**config.mk**
```make
export PLATFORM = sky130hd
export DESIGN_NAME = lru_page_replacement
export DESIGN_NICKNAME = d
export VERILOG_FILES = /design/src/sv/lrupr_pkg.sv /design/src/sv/lrupr_cell.sv /design/src/sv/lru_page_replacement.sv
export SDC_FILE = /design/constraint.sdc
export NUM_CORES = 1
export LEC_CHECK = 0
export BUFFER_PORTS_ARGS = -buffer_cell sky130_fd_sc_hd__buf_2
export CAP_MARGIN = 20
export CORE_MARGIN = 5
export CORE_UTILIZATION = 25
export CTS_BUF_LIST = sky130_fd_sc_hd__clkbuf_4 sky130_fd_sc_hd__clkbuf_8 sky130_fd_sc_hd__clkbuf_16
export DETAILED_ROUTE_END_ITERATION = 8
export PLACE_DENSITY = 0.35
export REMOVE_ABC_BUFFERS = 1
export SKIP_CTS_REPAIR_TIMING = 1
export SLEW_MARGIN = 20
export SYNTH_ARGS = -nofsm -noshare
export SYNTH_HDL_FRONTEND = slang
export SYNTH_SLANG_ARGS = --single-unit
```
**constraint.sdc**
```tcl
create_clock -name clk -period 9.8 [get_ports clk]
set_clock_uncertainty 0.05 [all_clocks]
set_input_delay 0.49 -clock clk [delete_from_list [all_inputs] [get_ports clk]]
set_output_delay 0.49 -clock clk [all_outputs]
set_load 0.02 [all_outputs]
```
**src/sv/lrupr_pkg.sv**
```systemverilog
// shared types and constants for the lru page replacement block
package lrupr_pkg;

    localparam int FRAMES_MAX_DEF = 16;
    localparam int PAGE_BITS_DEF  = 16;

    localparam int CFG_W   = 5;
    localparam int FAULT_W = 16;
    localparam int ADDR_W  = 3;
    localparam int DATA_W  = 32;

    localparam logic [CFG_W-1:0]   FIU_RESET = 5'd4;
    localparam logic [FAULT_W-1:0] FAULT_MAX = 16'hFFFF;

    // register index, taken from paddr above the byte offset
    localparam logic [ADDR_W-3:0] REG_FRAMES_IN_USE = 1'b0;

    typedef enum logic [1:0] {
        ST_IDLE,
        ST_LOOK,
        ST_APPLY
    } state_t;

    typedef enum logic [1:0] {
        OP_HIT,
        OP_FILL,
        OP_REPLACE
    } op_t;

    typedef struct packed {
        logic look;
        logic clear;
        logic hit_any;
        logic fill_mode;
        logic apply;
        op_t  op;
    } cell_ctl_t;

endpackage

```
**src/sv/lrupr_cell.sv**
```systemverilog
// one frame cell: page, valid bit and recency rank, chained to its neighbors
module lrupr_cell #(
    parameter int FRAMES_MAX = lrupr_pkg::FRAMES_MAX_DEF,
    parameter int PAGE_BITS  = lrupr_pkg::PAGE_BITS_DEF,
    parameter int IDX        = 0
) (
    input  logic                                   clk,
    input  logic                                   rst_n,
    input  lrupr_pkg::cell_ctl_t                   ctl,
    input  logic [PAGE_BITS-1:0]                   req_page,
    input  logic                                   in_range,
    input  logic [((FRAMES_MAX > 1) ? $clog2(FRAMES_MAX) : 1)-1:0] fill_idx,
    input  logic [((FRAMES_MAX > 1) ? $clog2(FRAMES_MAX) : 1)-1:0] max_rank,
    input  logic [((FRAMES_MAX > 1) ? $clog2(FRAMES_MAX) : 1)-1:0] thr_rank,
    input  logic                                   fnd_i,
    output logic                                   fnd_o,
    input  logic [FRAMES_MAX-1:0]                  seen_i,
    output logic [FRAMES_MAX-1:0]                  seen_o,
    input  logic [((FRAMES_MAX > 1) ? $clog2(FRAMES_MAX) : 1)-1:0] pick_idx_i,
    output logic [((FRAMES_MAX > 1) ? $clog2(FRAMES_MAX) : 1)-1:0] pick_idx_o,
    input  logic [((FRAMES_MAX > 1) ? $clog2(FRAMES_MAX) : 1)-1:0] pick_rank_i,
    output logic [((FRAMES_MAX > 1) ? $clog2(FRAMES_MAX) : 1)-1:0] pick_rank_o,
    input  logic [PAGE_BITS-1:0]                   pick_page_i,
    output logic [PAGE_BITS-1:0]                   pick_page_o
);

    localparam int IDX_W = (FRAMES_MAX > 1) ? $clog2(FRAMES_MAX) : 1;
    localparam logic [IDX_W-1:0] MY_IDX = IDX_W'(IDX);

    logic [PAGE_BITS-1:0] page_reg, page_next;
    logic                 valid_reg, valid_next;
    logic [IDX_W-1:0]     rank_reg, rank_next;
    logic                 sel_reg, sel_next;

    logic valid_eff;
    logic elig;
    logic match;
    logic hit_me;
    logic victim;
    logic sel_look;

    // lookup side
    always_comb
    begin
        valid_eff = valid_reg & ~ctl.clear;
        elig      = valid_eff & in_range;
        match     = elig && (page_reg == req_page);
        hit_me    = match & ~fnd_i;
        fnd_o     = fnd_i | match;
        seen_o    = seen_i | (elig ? (FRAMES_MAX'(1) << rank_reg) : '0);
        victim    = elig && (rank_reg == max_rank);
        if (ctl.hit_any)
        begin
            sel_look = hit_me;
        end
        else if (ctl.fill_mode)
        begin
            sel_look = (MY_IDX == fill_idx);
        end
        else
        begin
            sel_look = victim;
        end
    end

    // selected frame hands its index, rank and page down the row
    always_comb
    begin
        pick_idx_o  = pick_idx_i  | (sel_reg ? MY_IDX   : '0);
        pick_rank_o = pick_rank_i | (sel_reg ? rank_reg : '0);
        pick_page_o = pick_page_i | (sel_reg ? page_reg : '0);
    end

    always_comb
    begin
        page_next  = page_reg;
        valid_next = valid_reg;
        rank_next  = rank_reg;
        sel_next   = sel_reg;
        if (ctl.look)
        begin
            sel_next = sel_look;
            if (ctl.clear)
            begin
                valid_next = 1'b0;
                rank_next  = '0;
            end
        end
        if (ctl.apply)
        begin
            case (ctl.op)
                lrupr_pkg::OP_FILL:
                begin
                    if (sel_reg)
                    begin
                        valid_next = 1'b1;
                        rank_next  = '0;
                        page_next  = req_page;
                    end
                    else if (valid_reg)
                    begin
                        rank_next = rank_reg + IDX_W'(1);
                    end
                end
                lrupr_pkg::OP_HIT:
                begin
                    if (sel_reg)
                    begin
                        rank_next = '0;
                    end
                    else if (valid_reg && (rank_reg < thr_rank))
                    begin
                        rank_next = rank_reg + IDX_W'(1);
                    end
                end
                lrupr_pkg::OP_REPLACE:
                begin
                    if (sel_reg)
                    begin
                        rank_next = '0;
                        page_next = req_page;
                    end
                    else if (valid_reg && (rank_reg < thr_rank))
                    begin
                        rank_next = rank_reg + IDX_W'(1);
                    end
                end
                default:
                begin
                end
            endcase
        end
    end

    always_ff @(posedge clk or negedge rst_n)
    begin
        if (!rst_n)
        begin
            valid_reg <= 1'b0;
            rank_reg  <= '0;
            sel_reg   <= 1'b0;
        end
        else
        begin
            valid_reg <= valid_next;
            rank_reg  <= rank_next;
            sel_reg   <= sel_next;
        end
    end

    always_ff @(posedge clk)
    begin
        page_reg <= page_next;
    end

endmodule

```
**src/sv/lru_page_replacement.sv**
```systemverilog
// lru page replacement unit: control, configuration and a row of frame cells
//
// requests enter on req_valid/req_ready with page and restart; one result per
// item leaves on rsp_valid/rsp_ready with hit, frame, evicted_valid,
// evicted_page and fault_count.
// frames_in_use sits at byte address 0 of the apb port (reset value 4).
// an item passes a lookup state across the cell row (match,
// first-hit chain, oldest-rank search) and then an update state in which the
// selected cell takes the page or becomes newest while valid cells age (on a
// hit or replace only those newer than it). rsp_valid is registered at the
// end of the update. items pass this lookup/update sequence over the shared cell state.
// the next item is accepted in the update cycle of the current one, so the
// result register and the next lookup overlap.
// reset empties all frames, clears the fault count and the fill count.
// if the receiver stalls with a result still held, the update waits and no
// new item is taken until the result register frees up.
module lru_page_replacement #(
    parameter int FRAMES_MAX = lrupr_pkg::FRAMES_MAX_DEF,
    parameter int PAGE_BITS  = lrupr_pkg::PAGE_BITS_DEF
) (
    input  logic                                   clk,
    input  logic                                   rst_n,
    input  logic                                   psel,
    input  logic                                   penable,
    input  logic                                   pwrite,
    input  logic [lrupr_pkg::ADDR_W-1:0]           paddr,
    input  logic [lrupr_pkg::DATA_W-1:0]           pwdata,
    output logic [lrupr_pkg::DATA_W-1:0]           prdata,
    output logic                                   pready,
    input  logic                                   req_valid,
    output logic                                   req_ready,
    input  logic [PAGE_BITS-1:0]                   page,
    input  logic                                   restart,
    output logic                                   rsp_valid,
    input  logic                                   rsp_ready,
    output logic                                   hit,
    output logic [((FRAMES_MAX > 1) ? $clog2(FRAMES_MAX) : 1)-1:0] frame,
    output logic                                   evicted_valid,
    output logic [PAGE_BITS-1:0]                   evicted_page,
    output logic [lrupr_pkg::FAULT_W-1:0]          fault_count
);

    localparam int IDX_W = (FRAMES_MAX > 1) ? $clog2(FRAMES_MAX) : 1;
    localparam int CNT_W = $clog2(FRAMES_MAX + 1);
    localparam int CMP_W = (CNT_W > lrupr_pkg::CFG_W) ? CNT_W : lrupr_pkg::CFG_W;
    localparam int CFG_W = lrupr_pkg::CFG_W;
    localparam int FLT_W = lrupr_pkg::FAULT_W;

    lrupr_pkg::state_t state_reg, state_next;
    lrupr_pkg::op_t    op_reg, op_next, op_look;

    logic [CFG_W-1:0]     fiu_reg, fiu_next;
    logic [CNT_W-1:0]     fill_reg, fill_next;
    logic [FLT_W-1:0]     fault_reg, fault_next, fault_upd;
    logic [PAGE_BITS-1:0] page_req_reg, page_req_next;
    logic                 restart_reg, restart_next;

    logic                 rsp_valid_reg, rsp_valid_next;
    logic                 hit_reg, hit_next;
    logic [IDX_W-1:0]     frame_reg, frame_next;
    logic                 ev_valid_reg, ev_valid_next;
    logic [PAGE_BITS-1:0] ev_page_reg, ev_page_next;
    logic [FLT_W-1:0]     fcount_reg, fcount_next;

    logic look_en;
    logic apply_en;
    logic apply_go;
    logic accept;
    logic cfg_wr;

    logic [CMP_W-1:0]      n_eff;
    logic [CMP_W-1:0]      fiu_x;
    logic [CNT_W-1:0]      fill_eff;
    logic                  fill_mode;
    logic [IDX_W-1:0]      fill_idx;
    logic [IDX_W-1:0]      max_rank;
    logic [FRAMES_MAX-1:0] range_vec;

    lrupr_pkg::cell_ctl_t ctl;

    logic                  fnd       [0:FRAMES_MAX];
    logic [FRAMES_MAX-1:0] seen      [0:FRAMES_MAX];
    logic [IDX_W-1:0]      pick_idx  [0:FRAMES_MAX];
    logic [IDX_W-1:0]      pick_rank [0:FRAMES_MAX];
    logic [PAGE_BITS-1:0]  pick_page [0:FRAMES_MAX];

    // configuration port
    assign pready = 1'b1;
    assign cfg_wr = psel & penable & pwrite;
    assign prdata = (paddr[lrupr_pkg::ADDR_W-1:2] == lrupr_pkg::REG_FRAMES_IN_USE)
                    ? lrupr_pkg::DATA_W'(fiu_reg) : '0;

    always_comb
    begin
        fiu_next = fiu_reg;
        if (cfg_wr && (paddr[lrupr_pkg::ADDR_W-1:2] == lrupr_pkg::REG_FRAMES_IN_USE))
        begin
            fiu_next = pwdata[CFG_W-1:0];
        end
    end

    // control state machine
    assign apply_go = ~rsp_valid_reg | rsp_ready;
    assign accept   = req_valid & req_ready;

    always_comb
    begin
        state_next = state_reg;
        case (state_reg)
            lrupr_pkg::ST_IDLE:
            begin
                if (req_valid)
                begin
                    state_next = lrupr_pkg::ST_LOOK;
                end
            end
            lrupr_pkg::ST_LOOK:
            begin
                state_next = lrupr_pkg::ST_APPLY;
            end
            lrupr_pkg::ST_APPLY:
            begin
                if (apply_go)
                begin
                    state_next = req_valid ? lrupr_pkg::ST_LOOK : lrupr_pkg::ST_IDLE;
                end
            end
            default:
            begin
                state_next = lrupr_pkg::ST_IDLE;
            end
        endcase
    end

    always_comb
    begin
        req_ready = 1'b0;
        look_en   = 1'b0;
        apply_en  = 1'b0;
        case (state_reg)
            lrupr_pkg::ST_IDLE:
            begin
                req_ready = 1'b1;
            end
            lrupr_pkg::ST_LOOK:
            begin
                look_en = 1'b1;
            end
            lrupr_pkg::ST_APPLY:
            begin
                req_ready = apply_go;
                apply_en  = apply_go;
            end
            default:
            begin
            end
        endcase
    end

    // working set size and fill position
    always_comb
    begin
        fiu_x = CMP_W'(fiu_reg);
        if (fiu_x == '0)
        begin
            n_eff = CMP_W'(1);
        end
        else if (fiu_x > CMP_W'(FRAMES_MAX))
        begin
            n_eff = CMP_W'(FRAMES_MAX);
        end
        else
        begin
            n_eff = fiu_x;
        end
        for (int i = 0; i < FRAMES_MAX; i++)
        begin
            range_vec[i] = (CMP_W'(i) < n_eff);
        end
        fill_eff  = restart_reg ? '0 : fill_reg;
        fill_mode = (CMP_W'(fill_eff) < n_eff);
        fill_idx  = fill_eff[IDX_W-1:0];
    end

    // oldest rank present among frames in use
    always_comb
    begin
        max_rank = '0;
        for (int i = 0; i < FRAMES_MAX; i++)
        begin
            if (seen[FRAMES_MAX][i])
            begin
                max_rank = IDX_W'(i);
            end
        end
    end

    always_comb
    begin
        ctl.look      = look_en;
        ctl.clear     = restart_reg;
        ctl.hit_any   = fnd[FRAMES_MAX];
        ctl.fill_mode = fill_mode;
        ctl.apply     = apply_en;
        ctl.op        = op_reg;
    end

    assign fnd[0]       = 1'b0;
    assign seen[0]      = '0;
    assign pick_idx[0]  = '0;
    assign pick_rank[0] = '0;
    assign pick_page[0] = '0;

    for (genvar g = 0; g < FRAMES_MAX; g++)
    begin : g_cell
        lrupr_cell #(
            .FRAMES_MAX (FRAMES_MAX),
            .PAGE_BITS  (PAGE_BITS),
            .IDX        (g)
        ) u_cell (
            .clk         (clk),
            .rst_n       (rst_n),
            .ctl         (ctl),
            .req_page    (page_req_reg),
            .in_range    (range_vec[g]),
            .fill_idx    (fill_idx),
            .max_rank    (max_rank),
            .thr_rank    (pick_rank[FRAMES_MAX]),
            .fnd_i       (fnd[g]),
            .fnd_o       (fnd[g+1]),
            .seen_i      (seen[g]),
            .seen_o      (seen[g+1]),
            .pick_idx_i  (pick_idx[g]),
            .pick_idx_o  (pick_idx[g+1]),
            .pick_rank_i (pick_rank[g]),
            .pick_rank_o (pick_rank[g+1]),
            .pick_page_i (pick_page[g]),
            .pick_page_o (pick_page[g+1])
        );
    end

    // item bookkeeping
    always_comb
    begin
        if (fnd[FRAMES_MAX])
        begin
            op_look = lrupr_pkg::OP_HIT;
        end
        else if (fill_mode)
        begin
            op_look = lrupr_pkg::OP_FILL;
        end
        else
        begin
            op_look = lrupr_pkg::OP_REPLACE;
        end

        if ((op_reg == lrupr_pkg::OP_HIT) || (fault_reg == lrupr_pkg::FAULT_MAX))
        begin
            fault_upd = fault_reg;
        end
        else
        begin
            fault_upd = fault_reg + FLT_W'(1);
        end

        page_req_next  = page_req_reg;
        restart_next   = restart_reg;
        op_next        = op_reg;
        fill_next      = fill_reg;
        fault_next     = fault_reg;
        rsp_valid_next = rsp_valid_reg;
        hit_next       = hit_reg;
        frame_next     = frame_reg;
        ev_valid_next  = ev_valid_reg;
        ev_page_next   = ev_page_reg;
        fcount_next    = fcount_reg;

        if (rsp_ready)
        begin
            rsp_valid_next = 1'b0;
        end

        if (look_en)
        begin
            op_next = op_look;
            if (restart_reg)
            begin
                fill_next  = '0;
                fault_next = '0;
            end
        end

        if (apply_en)
        begin
            if (op_reg == lrupr_pkg::OP_FILL)
            begin
                fill_next = fill_reg + CNT_W'(1);
            end
            fault_next     = fault_upd;
            rsp_valid_next = 1'b1;
            hit_next       = (op_reg == lrupr_pkg::OP_HIT);
            frame_next     = pick_idx[FRAMES_MAX];
            ev_valid_next  = (op_reg == lrupr_pkg::OP_REPLACE);
            ev_page_next   = (op_reg == lrupr_pkg::OP_REPLACE) ? pick_page[FRAMES_MAX] : '0;
            fcount_next    = fault_upd;
        end

        if (accept)
        begin
            page_req_next = page;
            restart_next  = restart;
        end
    end

    always_ff @(posedge clk or negedge rst_n)
    begin
        if (!rst_n)
        begin
            state_reg     <= lrupr_pkg::ST_IDLE;
            op_reg        <= lrupr_pkg::OP_HIT;
            fiu_reg       <= lrupr_pkg::FIU_RESET;
            fill_reg      <= '0;
            fault_reg     <= '0;
            restart_reg   <= 1'b0;
            rsp_valid_reg <= 1'b0;
        end
        else
        begin
            state_reg     <= state_next;
            op_reg        <= op_next;
            fiu_reg       <= fiu_next;
            fill_reg      <= fill_next;
            fault_reg     <= fault_next;
            restart_reg   <= restart_next;
            rsp_valid_reg <= rsp_valid_next;
        end
    end

    always_ff @(posedge clk)
    begin
        page_req_reg <= page_req_next;
        hit_reg      <= hit_next;
        frame_reg    <= frame_next;
        ev_valid_reg <= ev_valid_next;
        ev_page_reg  <= ev_page_next;
        fcount_reg   <= fcount_next;
    end

    assign rsp_valid     = rsp_valid_reg;
    assign hit           = hit_reg;
    assign frame         = frame_reg;
    assign evicted_valid = ev_valid_reg;
    assign evicted_page  = ev_page_reg;
    assign fault_count   = fcount_reg;

`ifndef SYNTHESIS
    a_look_then_apply: assert property (@(posedge clk) disable iff (!rst_n)
        (state_reg == lrupr_pkg::ST_LOOK) |=> (state_reg == lrupr_pkg::ST_APPLY))
        else $error("lookup not followed by update");

    a_fill_in_bounds: assert property (@(posedge clk) disable iff (!rst_n)
        ((state_reg == lrupr_pkg::ST_APPLY) && (op_reg == lrupr_pkg::OP_FILL))
        |-> (fill_reg < CNT_W'(FRAMES_MAX)))
        else $error("fill past last frame");

    a_restart_clears: assert property (@(posedge clk) disable iff (!rst_n)
        (req_valid && req_ready && restart)
        |=> ##1 ((fill_reg == '0) && (fault_reg == '0)))
        else $error("restart did not clear fill and fault counts");

    a_hit_keeps_faults: assert property (@(posedge clk) disable iff (!rst_n)
        (apply_en && (op_reg == lrupr_pkg::OP_HIT)) |=> (fault_reg == $past(fault_reg)))
        else $error("fault count changed on a hit");
`endif

endmodule
```
======== Word-level counts from Yosys, hierarchy flattened ========
Index checks and enable logic that the tools add are counted.
cells by class
  muxes and demuxes ....................... 340
  add/sub/neg operators ................... 18
  equality and inequality tests ........... 54
  reductions and logical operators ........ 77
  bitwise logic cells ..................... 143
  shift operators ......................... 16
  magnitude comparators ................... 34
operators with widths
  kind                                                        count
  two-way mux 4 bit                                           150
  two-way mux 16 bit                                          36
  bitwise OR 16 bit                                           30
  equality test 16 bit                                        16
  << shifter 1 x 4 -> 16 bit (first input constant)           16
  one-hot mux 4 bit (2 select lines)                          16
  two-way mux 1 bit                                           119
  bitwise OR 4 bit                                            28
  adder 4 x 1 -> 4 bit (second input constant)                16
  equality test 4 bit                                         16
  less-than comparator 4 bit                                  16
  AND 1 bit                                                   50
  logical AND 1 bit                                           49
  AND reduction 3 bit                                         16
  less-than comparator 4 x 5 -> 1 bit (first input constant)  8
  two-way mux 5 bit                                           7
  equality test 4 bit (first input constant)                  8
  less-than comparator 3 x 5 -> 1 bit (first input constant)  4
  inverter 1 bit                                              18
  adder 16 x 1 -> 16 bit (second input constant)              1
  equality test 16 bit (second input constant)                1
  equality test 3 x 4 -> 1 bit (first input constant)         4
  bitwise OR 1 bit                                            16
  two-way mux 2 bit                                           6
  other kinds (21)                                            35
word-level totals
  register bits ........................... 438
  output and inout port bits .............. 73

======== Logic depth before layout (Yosys ltp) ========
Gate-level depths: netlist of run 1.
  word-level depth ........................ 40
  gate-level depth with buffers ........... 17
  gate-level depth less buffers ........... 13

======== Modules after synthesis ========
Synthesis of run 1 repeated with hierarchy kept, for this count alone.
second synthesis, totals
  cells, all modules ...................... 2,902
  area, all modules ....................... 30,334.1 µm²
by module, submodules not included
  module                              cells each  instances  area each (µm²)
  lrupr_cell (g_cell[10].u_cell ...)  156         6          1,615.3
  lrupr_cell (g_cell[11].u_cell ...)  159         3          1,632.8
  lru_page_replacement                375         1          4,296.6
  lrupr_cell (g_cell[4].u_cell ...)   159         2          1,640.3
  lrupr_cell (g_cell[1].u_cell)       160         1          1,647.8
  lrupr_cell (g_cell[0].u_cell)       163         1          1,646.6
  lrupr_cell (g_cell[2].u_cell)       160         1          1,641.6
  lrupr_cell (g_cell[7].u_cell)       156         1          1,616.6
  lrupr_cell (g_cell[15].u_cell)      157         1          1,614.0

======== Least setup slack after synthesis of run 1 ========
Ideal clock, no wire load.
  kind .................................... register -> register
  start ................................... register g_cell[0].u_cell.sel_reg
  end ..................................... register g_cell[15].u_cell.rank_reg[3]
  data arrival time ....................... 3,493 ps
  library setup time ...................... 144 ps
  buffers on the path ..................... 3
  data required time ...................... 9,606 ps
  stages on the path, launching flop included .. 15
  setup slack ............................. 6,113 ps
  cells stage by stage .................... dfrtp_1 -> clkbuf_1 -> clkbuf_1 -> clkbuf_1 -> a221oi_1 -> nand3_1 -> nor2_1 -> ha_1 -> a21o_1 -> a21o_1 -> a21oi_1 -> mux2_2 -> a22o_1 -> nand3_1 -> a22oi_1
between the ends
  cells in the longest elaborated chain, start to end .. 22
RTL lines
  item                                line                                  RTL
  start: declaration                  lrupr_cell.sv:33                      logic sel_reg, sel_next;
  start signal: assignment            lrupr_cell.sv:147                     sel_reg <= sel_next;
  two-way mux 4 bit                   lrupr_cell.sv:70                      pick_rank_o = pick_rank_i | (sel_reg ? rank_reg : '0);
  bitwise OR 4 bit (15 in series)     lrupr_cell.sv:70
  less-than comparator 4 bit          lrupr_cell.sv:111, lrupr_cell.sv:123
  logical AND 1 bit                   lrupr_cell.sv:111, lrupr_cell.sv:123
  two-way mux 4 bit                   lrupr_cell.sv:111, lrupr_cell.sv:123
  two-way mux 4 bit                   lrupr_cell.sv:118                     if (sel_reg)
  one-hot mux 4 bit (2 select lines)  lrupr_cell.sv:91                      case (ctl.op)
  two-way mux 4 bit                   lrupr_cell.sv:89                      if (ctl.apply)
  via g_cell[15].u_cell.rank_next[3]  lrupr_cell.sv:32                      logic [IDX_W-1:0] rank_reg, rank_next;
  end signal: assignment              lrupr_cell.sv:146                     rank_reg <= rank_next;
  end: declaration                    lrupr_cell.sv:32
The timed path passes the listed nets, and every way through them passes these cells.
A chain may end at the register's enable or synchronous reset.

======== Final worst setup path of run 1 ========
  start ................................... register restart_reg
  end ..................................... register g_cell[9].u_cell.sel_reg
between the ends
  cells in the longest elaborated chain, start to end .. 38
  elaborated cells between the ends (all ways) .. 119
  classes of those cells .................. order compare: 1; eq/ne: 2; mux: 34; bitwise: 65; reduce/logical: 17
RTL lines
  item                              line                         RTL
  start: declaration                lru_page_replacement.sv:56   logic restart_reg, restart_next;
  start signal: assignment          lru_page_replacement.sv:335  restart_reg <= restart_next;
  inverter 1 bit                    lrupr_cell.sv:45             valid_eff = valid_reg & ~ctl.clear;
  AND 1 bit                         lrupr_cell.sv:45
  AND 1 bit                         lrupr_cell.sv:46             elig = valid_eff & in_range;
  two-way mux 16 bit                lrupr_cell.sv:50             seen_o = seen_i | (elig ? (FRAMES_MAX'(1) << rank_reg) : '0);
  bitwise OR 16 bit (15 in series)  lrupr_cell.sv:50
  two-way mux 1 bit                 lru_page_replacement.sv:191  if (seen[FRAMES_MAX][i])
  two-way mux 4 bit (14 in series)  lru_page_replacement.sv:191
  equality test 4 bit               lrupr_cell.sv:51             victim = elig && (rank_reg == max_rank);
  logical AND 1 bit                 lrupr_cell.sv:51
  two-way mux 1 bit                 lrupr_cell.sv:56             else if (ctl.fill_mode)
  two-way mux 1 bit (*)             lrupr_cell.sv:52             if (ctl.hit_any)
  end signal: assignment            lrupr_cell.sv:147
  end: declaration                  lrupr_cell.sv:33
Mark *: on every way between the ends. The rest lies on a longest branch, timed or not.

==> summary.md, run 1 <==
| Metric | Value |
|---|---|
| Outcome | finished clean |
| Final period demand of the worst path | between 5 and 6 ns |
| Setup-violating endpoint count in the final report | 0 |
| Syn Inst Count | 2678 |
| GR Util All Layers | 21.9% |
| Unrepaired setup endpoints after global routing | no |
| Post-synthesis async set-or-reset flop share | between 20 and 30% |
| Count of input and output buffers | 74 |
| Fraction of the core area covered by cells at the end of the flow | roughly 29% |
| CTS clock-pin slew for the worst setup and hold paths | around 0.060 ns |
| Crit path max fanout | 40 |
| Arrival time worst endpoint | around 5.7 ns |
| GP Congestion | roughly 0.87 |
| Nature of the critical path endpoint | register |
| Via count of the first global-routing pass | 23000 |
| Most common library cell in the layout ignoring fill and taps | sky130_fd_sc_hd__edfxtp_1 |
| Overall die width | 346 µm |
| Estimated wirelength of the detail-placed design | approximately 100000 µm |
| Average detailed-routed wire length per instance | between 30 and 40 µm |
| Power Density | 237 nW/µm² |
| Register Area | ~13000 µm² |
| Filler Cell Count | 11800 |
| Static leakage | 11.7 nW |
| Layout Area Growth over Synthesis | 13.9% |
| Slew Viols, Final | 0 |
| Chain of cells forming the critical path | buf_4 > nor2b_1 > o21a_1 > a311o_1 > or4_4 > nor4_2 > and4b_1 > buf_4 > nand2b_1 > mux2i_1 > a21oi_1 > o41ai_2 |
| Number of synthesized flops with an enable pin | 310 |
| ANT nets after route | 0 |
| Number of optimization iterations in the first detailed-route pass | 5 |
| Yosys warning total | 0 |
| Final net count | slightly below 3000 |
| Slew at the pin with the worst max-slew slack | 1.12 ns |
| Later-pin clock latency in the skew report | about 0.65 ns |
| CTS H-Tree Depth | 2 |
| Root Driver | sky130_fd_sc_hd__clkbuf_16 |
| Flip-flop count of the largest register, all copies and words added | 256 |
| First-pass GRT wire length | around 190000 µm |
| Highest-delay cell along the critical path | sky130_fd_sc_hd__nand2b_1 |
| Count of cell types in the netlist | 98 |
| Slowest cell delay on critical path | 0.61 ns |
| Average size of a mapped cell | 10.6 µm² |
| Commonest cells after routing, fill and taps aside | 310 x sky130_fd_sc_hd__edfxtp_1, 170 x sky130_fd_sc_hd__xnor2_1, 153 x sky130_fd_sc_hd__ha_1, 148 x sky130_fd_sc_hd__xor2_1, 137 x sky130_fd_sc_hd__nand3_1 |
| DR iter-0 viols | roughly 2000 |
| Max Cap Viol | 0 |
| Pin count of the biggest net entering global routing | between 70 and 80 |
| I/O pin count | 132 |
| Peak supply drop | between 0.1 and 0.15 mV |
| Flops & latches, synth | 438 |
| Post-Route WL | 137000 µm |
| Total standard cell area after synthesis | 28300 µm² |
| Startpoint kind of the worst setup timing path | register |
| Final-report hold violation count | 0 |
| Die height | roughly 350 µm |
| Worst hold path type | input pin to register |
| Area of the core | between 100000 and 150000 µm² |
| Hold Slack | between 0.02 and 0.025 ns |
| FP Rows | around 120 |
| Clock Path Buffers | 3 |
| Max-slew headroom | around a quarter |
| GRT overflow | 0 |
| Required time at the endpoint of the critical path | about 10 ns |
| Sequential share of the synthesized area | between 40% and 50% |
| Most instantiated flip-flop cell in the synthesis netlist | sky130_fd_sc_hd__edfxtp_1 |
| Share of layout cells above drive strength 1 | 12.1% |
| Critical setup path kind | register to register |
| Via Count | about 23000 |
| Fmax | ~190 MHz |
| Crit path buffers/inverters | 2 |
| CP dominant cell by count | sky130_fd_sc_hd__buf_4 |
| Final period util | between 50% and 60% |
| Vias per inst | approximately 5.4 |
| Number of design rule violations left after detail routing | 0 |
| Initial cell density of the core | ~25% |
| Die outline area | ~120000 µm² |
| Antenna violations before repair | 2 |
| TritonCTS clock tree | done |
| Total Neg Setup Slack | 0 ns |
| Footprint of the multi-input gates | roughly 14000 µm² |
| Number of clock sinks | ~440 |
| Largest delay share family, worst path | simple AND/OR/NAND/NOR gates |
| Num CTS Buffers | 54 |
[kinds of logic (layout without fill, tap and decap cells)]
family / count (synthesis) / in the layout / share of synthesized area (%)
other: 2 / 29 / 0.0266
AOI/OAI and AO/OA: 637 / 637 / 17.0
muxes: 35 / 35 / 1.32
and+or+nand+nor: 781 / 781 / 15.7
buffers and inverters: 314 / 361 / 5.02
adders and majority gates: 153 / 153 / 6.78
DFF: 438 / 438 / 44.3
xor gates and xnor gates: 318 / 318 / 9.86
[layer usage]
metal | wire length [µm] | vias up | share of wire (%) | GRT usage [%]
li1 | - | 10200 | - | -
met1 | 58500 | 11800 | 43 | 28.4
met2 | 66900 | 817 | 49 | 37.9
met3 | 6340 | 184 | 4.6 | 2.63
met4 | 5240 | 0 | 3.8 | 7.43
met5 | 0 | - | 0 | 0
[worst paths after layout]
| path | start | to | slack, ns | depth (start not counted) |
|---|---|---|---|---|
| min in group asynchronous | rst_n | g_cell[4].u_cell.rank_reg[0] | 0.38 | 2 |
| setup / recovery | restart_reg | g_cell[9].u_cell.sel_reg | 4.61 | 12 |
| hold reg to reg | fill_reg[4] | fill_reg[4] | 0.44 | 1 |
| max in group asynchronous | rst_n | restart_reg | 8.05 | 3 |
| setup reg to reg | restart_reg | g_cell[9].u_cell.sel_reg | 4.61 | 12 |
| hold / removal | restart | restart_reg | 0.02 | 2 |
[worst register-to-register path, cell delays in order (launching register included)]
cell	delay, ns
sky130_fd_sc_hd__dfrtp_2	0.54
sky130_fd_sc_hd__buf_4	0.54
sky130_fd_sc_hd__nor2b_1	0.26
sky130_fd_sc_hd__o21a_1	0.35
sky130_fd_sc_hd__a311o_1	0.44
sky130_fd_sc_hd__or4_4	0.58
sky130_fd_sc_hd__nor4_2	0.26
sky130_fd_sc_hd__and4b_1	0.25
sky130_fd_sc_hd__buf_4	0.33
sky130_fd_sc_hd__nand2b_1	0.63
sky130_fd_sc_hd__mux2i_1	0.38
sky130_fd_sc_hd__a21oi_1	0.12
sky130_fd_sc_hd__o41ai_2	0.32
[Yosys cell counts (all sizes together) (20+ instances only)]
cell | instances | area, µm²
edfxtp | 310 | 9310
xnor2 | 170 | 1490
ha | 153 | 1910
xor2 | 148 | 1300
nand3 | 137 | 686
dfrtp | 127 | 3180
clkbuf | 126 | 474
a22oi | 122 | 916
buf | 103 | 626
nand2 | 103 | 389
nand4 | 97 | 607
o21ai | 89 | 445
nor2 | 86 | 325
inv | 83 | 312
a21oi | 60 | 300
nor3 | 59 | 330
nor4 | 57 | 393
a22o | 55 | 482
and3 | 53 | 342
nand2b | 36 | 225
a21o | 32 | 240
nor2b | 31 | 194
a221oi | 29 | 254
a31oi | 25 | 171
o21a | 25 | 188
o31ai | 22 | 165
and2 | 20 | 125
o22ai | 20 | 125
[per-stage QoR]
stage / power (mW) / setup WS (ns) / cell area, µm² / instances
detailed placement: 5.60 / 4.67 / 30200 / 4136
finish: 7.64 / 4.61 / 32200 / 4252
floorplan: 4.14 / 5.44 / 27300 / 2475
global route: 7.97 / 4.44 / 32200 / 4251
global placement: 5.57 / 4.63 / 30200 / 4134
CTS: 7.68 / 4.64 / 32000 / 4234
[report_power, final]
part	switching, mW	internal, mW
Clock	0.876	1.17
Combinational	2.00	0.992
Sequential	0.376	2.22
Total	3.25	4.39
[final cells by class]
cell class	instances	share of cell area (%)
repair buffers	178	3.80
flip-flops and latches	438	38.9
clock inverters	25	0.708
inverters	85	0.995
well taps	1500	5.83
multi-input cells	1952	44.9
diodes	1	0.00778
clock buffers	73	4.85
Power figures use the tool's default switching activity.
==> run 2, diff against run 1 <==
==> constraint.sdc (replaced) <==
create_clock -name clk -period 5.4 [get_ports clk]
set_clock_uncertainty 0.05 [all_clocks]
set_input_delay 0.27 -clock clk [delete_from_list [all_inputs] [get_ports clk]]
set_output_delay 0.27 -clock clk [all_outputs]
set_load 0.02 [all_outputs]
==> run 2 against run 1 <==
Net effect: global-route usage up 0.36 points; die area unchanged; critical path type unchanged; critical endpoint is now g_cell[13].u_cell.sel_reg; count of clock-buffer cells in the layout decreased by 2.
==> summary.md, run 2 (synthesis results as in run 1) <==
| Metric | Value |
|---|---|
| CTS H-Tree Depth | 2 |
| Hold Slack | 0.123 ns |
| Peak supply drop | around 0.24 mV |
| Vias per inst | roughly 5.5 |
| Commonest cells after routing, fill and taps aside | 310 x sky130_fd_sc_hd__edfxtp_1, 170 x sky130_fd_sc_hd__xnor2_1, 153 x sky130_fd_sc_hd__ha_1, 148 x sky130_fd_sc_hd__xor2_1, 141 x sky130_fd_sc_hd__buf_4 |
| Layout Area Growth over Synthesis | 16.2% |
| Clock Path Buffers | 3 |
| Chain of cells forming the critical path | or4_4 > and3_1 > a311o_1 > a2111oi_0 > buf_4 > nand4b_1 > buf_4 > and4b_1 > buf_4 > nor3_1 > a311o_1 > a41o_1 |
| GR Util All Layers | 22.3% |
| DR iter-0 viols | ~2300 |
| Clock group share of total power | between 20% and 30% |
| Outcome | finished clean |
| Max-slew headroom | between 20 and 30% |
| Highest-delay cell along the critical path | sky130_fd_sc_hd__a2111oi_0 |
| Number of design rule violations left after detail routing | 0 |
| Static leakage | 12.1 nW |
| Arrival time worst endpoint | roughly 5.4 ns |
| Most common library cell in the layout ignoring fill and taps | sky130_fd_sc_hd__edfxtp_1 |
| CTS clock-pin slew for the worst setup and hold paths | 0.06 ns |
| Via count of the first global-routing pass | between 20000 and 25000 |
| Fraction of the core area covered by cells at the end of the flow | 29.2% |
| Switching power as a share of total power | about 42% |
| Capturing point of the worst reg2reg path | g_cell[13].u_cell.sel_reg |
| Number of clock sinks | 438 |
| Power Density | approximately 430 nW/µm² |
| Area of the core | between 100000 and 150000 µm² |
| FP Rows | approximately 120 |
| First-pass GRT wire length | 190000 µm |
| Pre-CTS setup slack | approximately 0.54 ns |
| Startpoint of the lowest-slack register-to-register path | fiu_reg[3] |
| GRT overflow | 0 |
| Slowest cell delay on critical path | between 0.7 and 0.8 ns |
| Die outline area | about 120000 µm² |
| Slew at the pin with the worst max-slew slack | 1.12 ns |
| Critical setup path kind | register to register |
| Nature of the critical path endpoint | register |
| Pin count of the biggest net entering global routing | 64 |
| Root Driver | sky130_fd_sc_hd__clkbuf_16 |
| Average detailed-routed wire length per instance | between 30 and 40 µm |
| Via Count | around 24000 |
| Worst-case register-to-register setup slack | roughly 0.51 ns |
| ANT nets after route | 0 |
| Number of optimization iterations in the first detailed-route pass | 6 |
| Crit path max fanout | 18 |
| Initial cell density of the core | between 20% and 30% |
| Share of layout cells above drive strength 1 | between 10 and 15% |
| GP Congestion | between 0.9 and 1 |
| Slew Viols, Final | 0 |
| Total Neg Setup Slack | 0 ns |
| Later-pin clock latency in the skew report | approximately 0.67 ns |
| Reg power frac | about a third |
| Antenna violations before repair | 4 |
| Count of input and output buffers | 74 |
| I/O pin count | between 100 and 150 |
| Fin worst setup slack | 0.511 ns |
| Estimated wirelength of the detail-placed design | 104000 µm |
| Fmax | between 200 and 250 MHz |
| Post-Route WL | around 140000 µm |
| Startpoint kind of the worst setup timing path | register |
| Max Cap Viol | 0 |
| Final-report hold violation count | 0 |
| Final net count | about 3000 |
| TritonCTS clock tree | done |
| Final period demand of the worst path | about 5 ns |
| Cell-internal power | 8.22 mW |
| Proportion of power drawn by combinational gates | slightly below 40% |
| Overall die width | ~350 µm |
| Worst hold path type | input pin to async pin |
| Num CTS Buffers | 55 |
| Unrepaired setup endpoints after global routing | no |
| Flip-flop count of the largest register, all copies and words added | about 260 |
| Die height | approximately 350 µm |
| Tot Pwr | about 14 mW |
| CP dominant cell by count | sky130_fd_sc_hd__buf_4 |
| Cell count of the worst reg-to-reg path | 12 |
| Setup-violating endpoint count in the final report | 0 |
| P_sw | slightly below 6 mW |
| Required time at the endpoint of the critical path | approximately 6 ns |
| Final period util | between 90% and 100% |
==> run 2: cell count changes in the layout (fill, tap and decap cells not counted), sizes merged, moves of 2 or more <==
cell	change
buf	+59
dlygate4sd3	+8
bufinv	+5
clkbuf	-2
diode	+2
==> run 2: per-stage QoR <==
stage               cells  cell area [µm²]
finish               4324            32800
global route         4321            32800
CTS                  4295            32600
detailed placement   4194            30700
global placement     4194            30700
floorplan            2475            27300
==> run 2: cell type report <==
| cell class | instances | area (µm²) |
|---|---|---|
| clock inverters | 30 | 373 |
| multi-input cells | 1952 | 14400 |
| clock buffers | 71 | 1510 |
| diodes | 3 | 7.51 |
| well taps | 1500 | 1880 |
| flip-flops and latches | 438 | 12500 |
| repair buffers | 245 | 1780 |
| inverters | 85 | 320 |
| fillers | 11800 | 79500 |
==> run 2: layer usage <==
layer / share of wire (%) / vias up / track usage (%)
met5: 0 / - / 0
met4: 4.4 / 0 / 8.70
met3: 4.7 / 225 / 2.56
met2: 49 / 928 / 38.4
met1: 42 / 12100 / 28.6
li1: - / 10300 / -
==> run 2: worst max path at each step <==
stage,start,end,cells past startpoint
4_1_cts,fiu_reg[3],g_cell[13].u_cell.sel_reg,12
2_1_floorplan,restart_reg,g_cell[15].u_cell.sel_reg,9
5_1_grt,fiu_reg[3],g_cell[13].u_cell.sel_reg,12
3_3_place_gp,fiu_reg[3],g_cell[13].u_cell.sel_reg,12
6_report,fiu_reg[3],g_cell[13].u_cell.sel_reg,12
3_5_place_dp,fiu_reg[3],g_cell[13].u_cell.sel_reg,12
==> run 2: power by group through the flow <==
stage | Combinational [mW] | Sequential [mW] | Clock [mW]
finish | 5.56 | 4.71 | 3.92
global route | 5.86 | 4.75 | 4.15
CTS | 5.52 | 4.69 | 4.02
detailed placement | 5.50 | 4.76 | 0
global placement | 5.48 | 4.76 | 0
floorplan | 2.75 | 4.76 | 0
==> run 2: worst max-delay path, delay by kind of cell (launching register included) <==
family / cells / cell delay [ns]
and+or+nand+nor: 5 / 1.56
AOI/OAI and AO/OA: 4 / 1.65
buffers and inverters: 3 / 0.81
DFF: 1 / 0.68
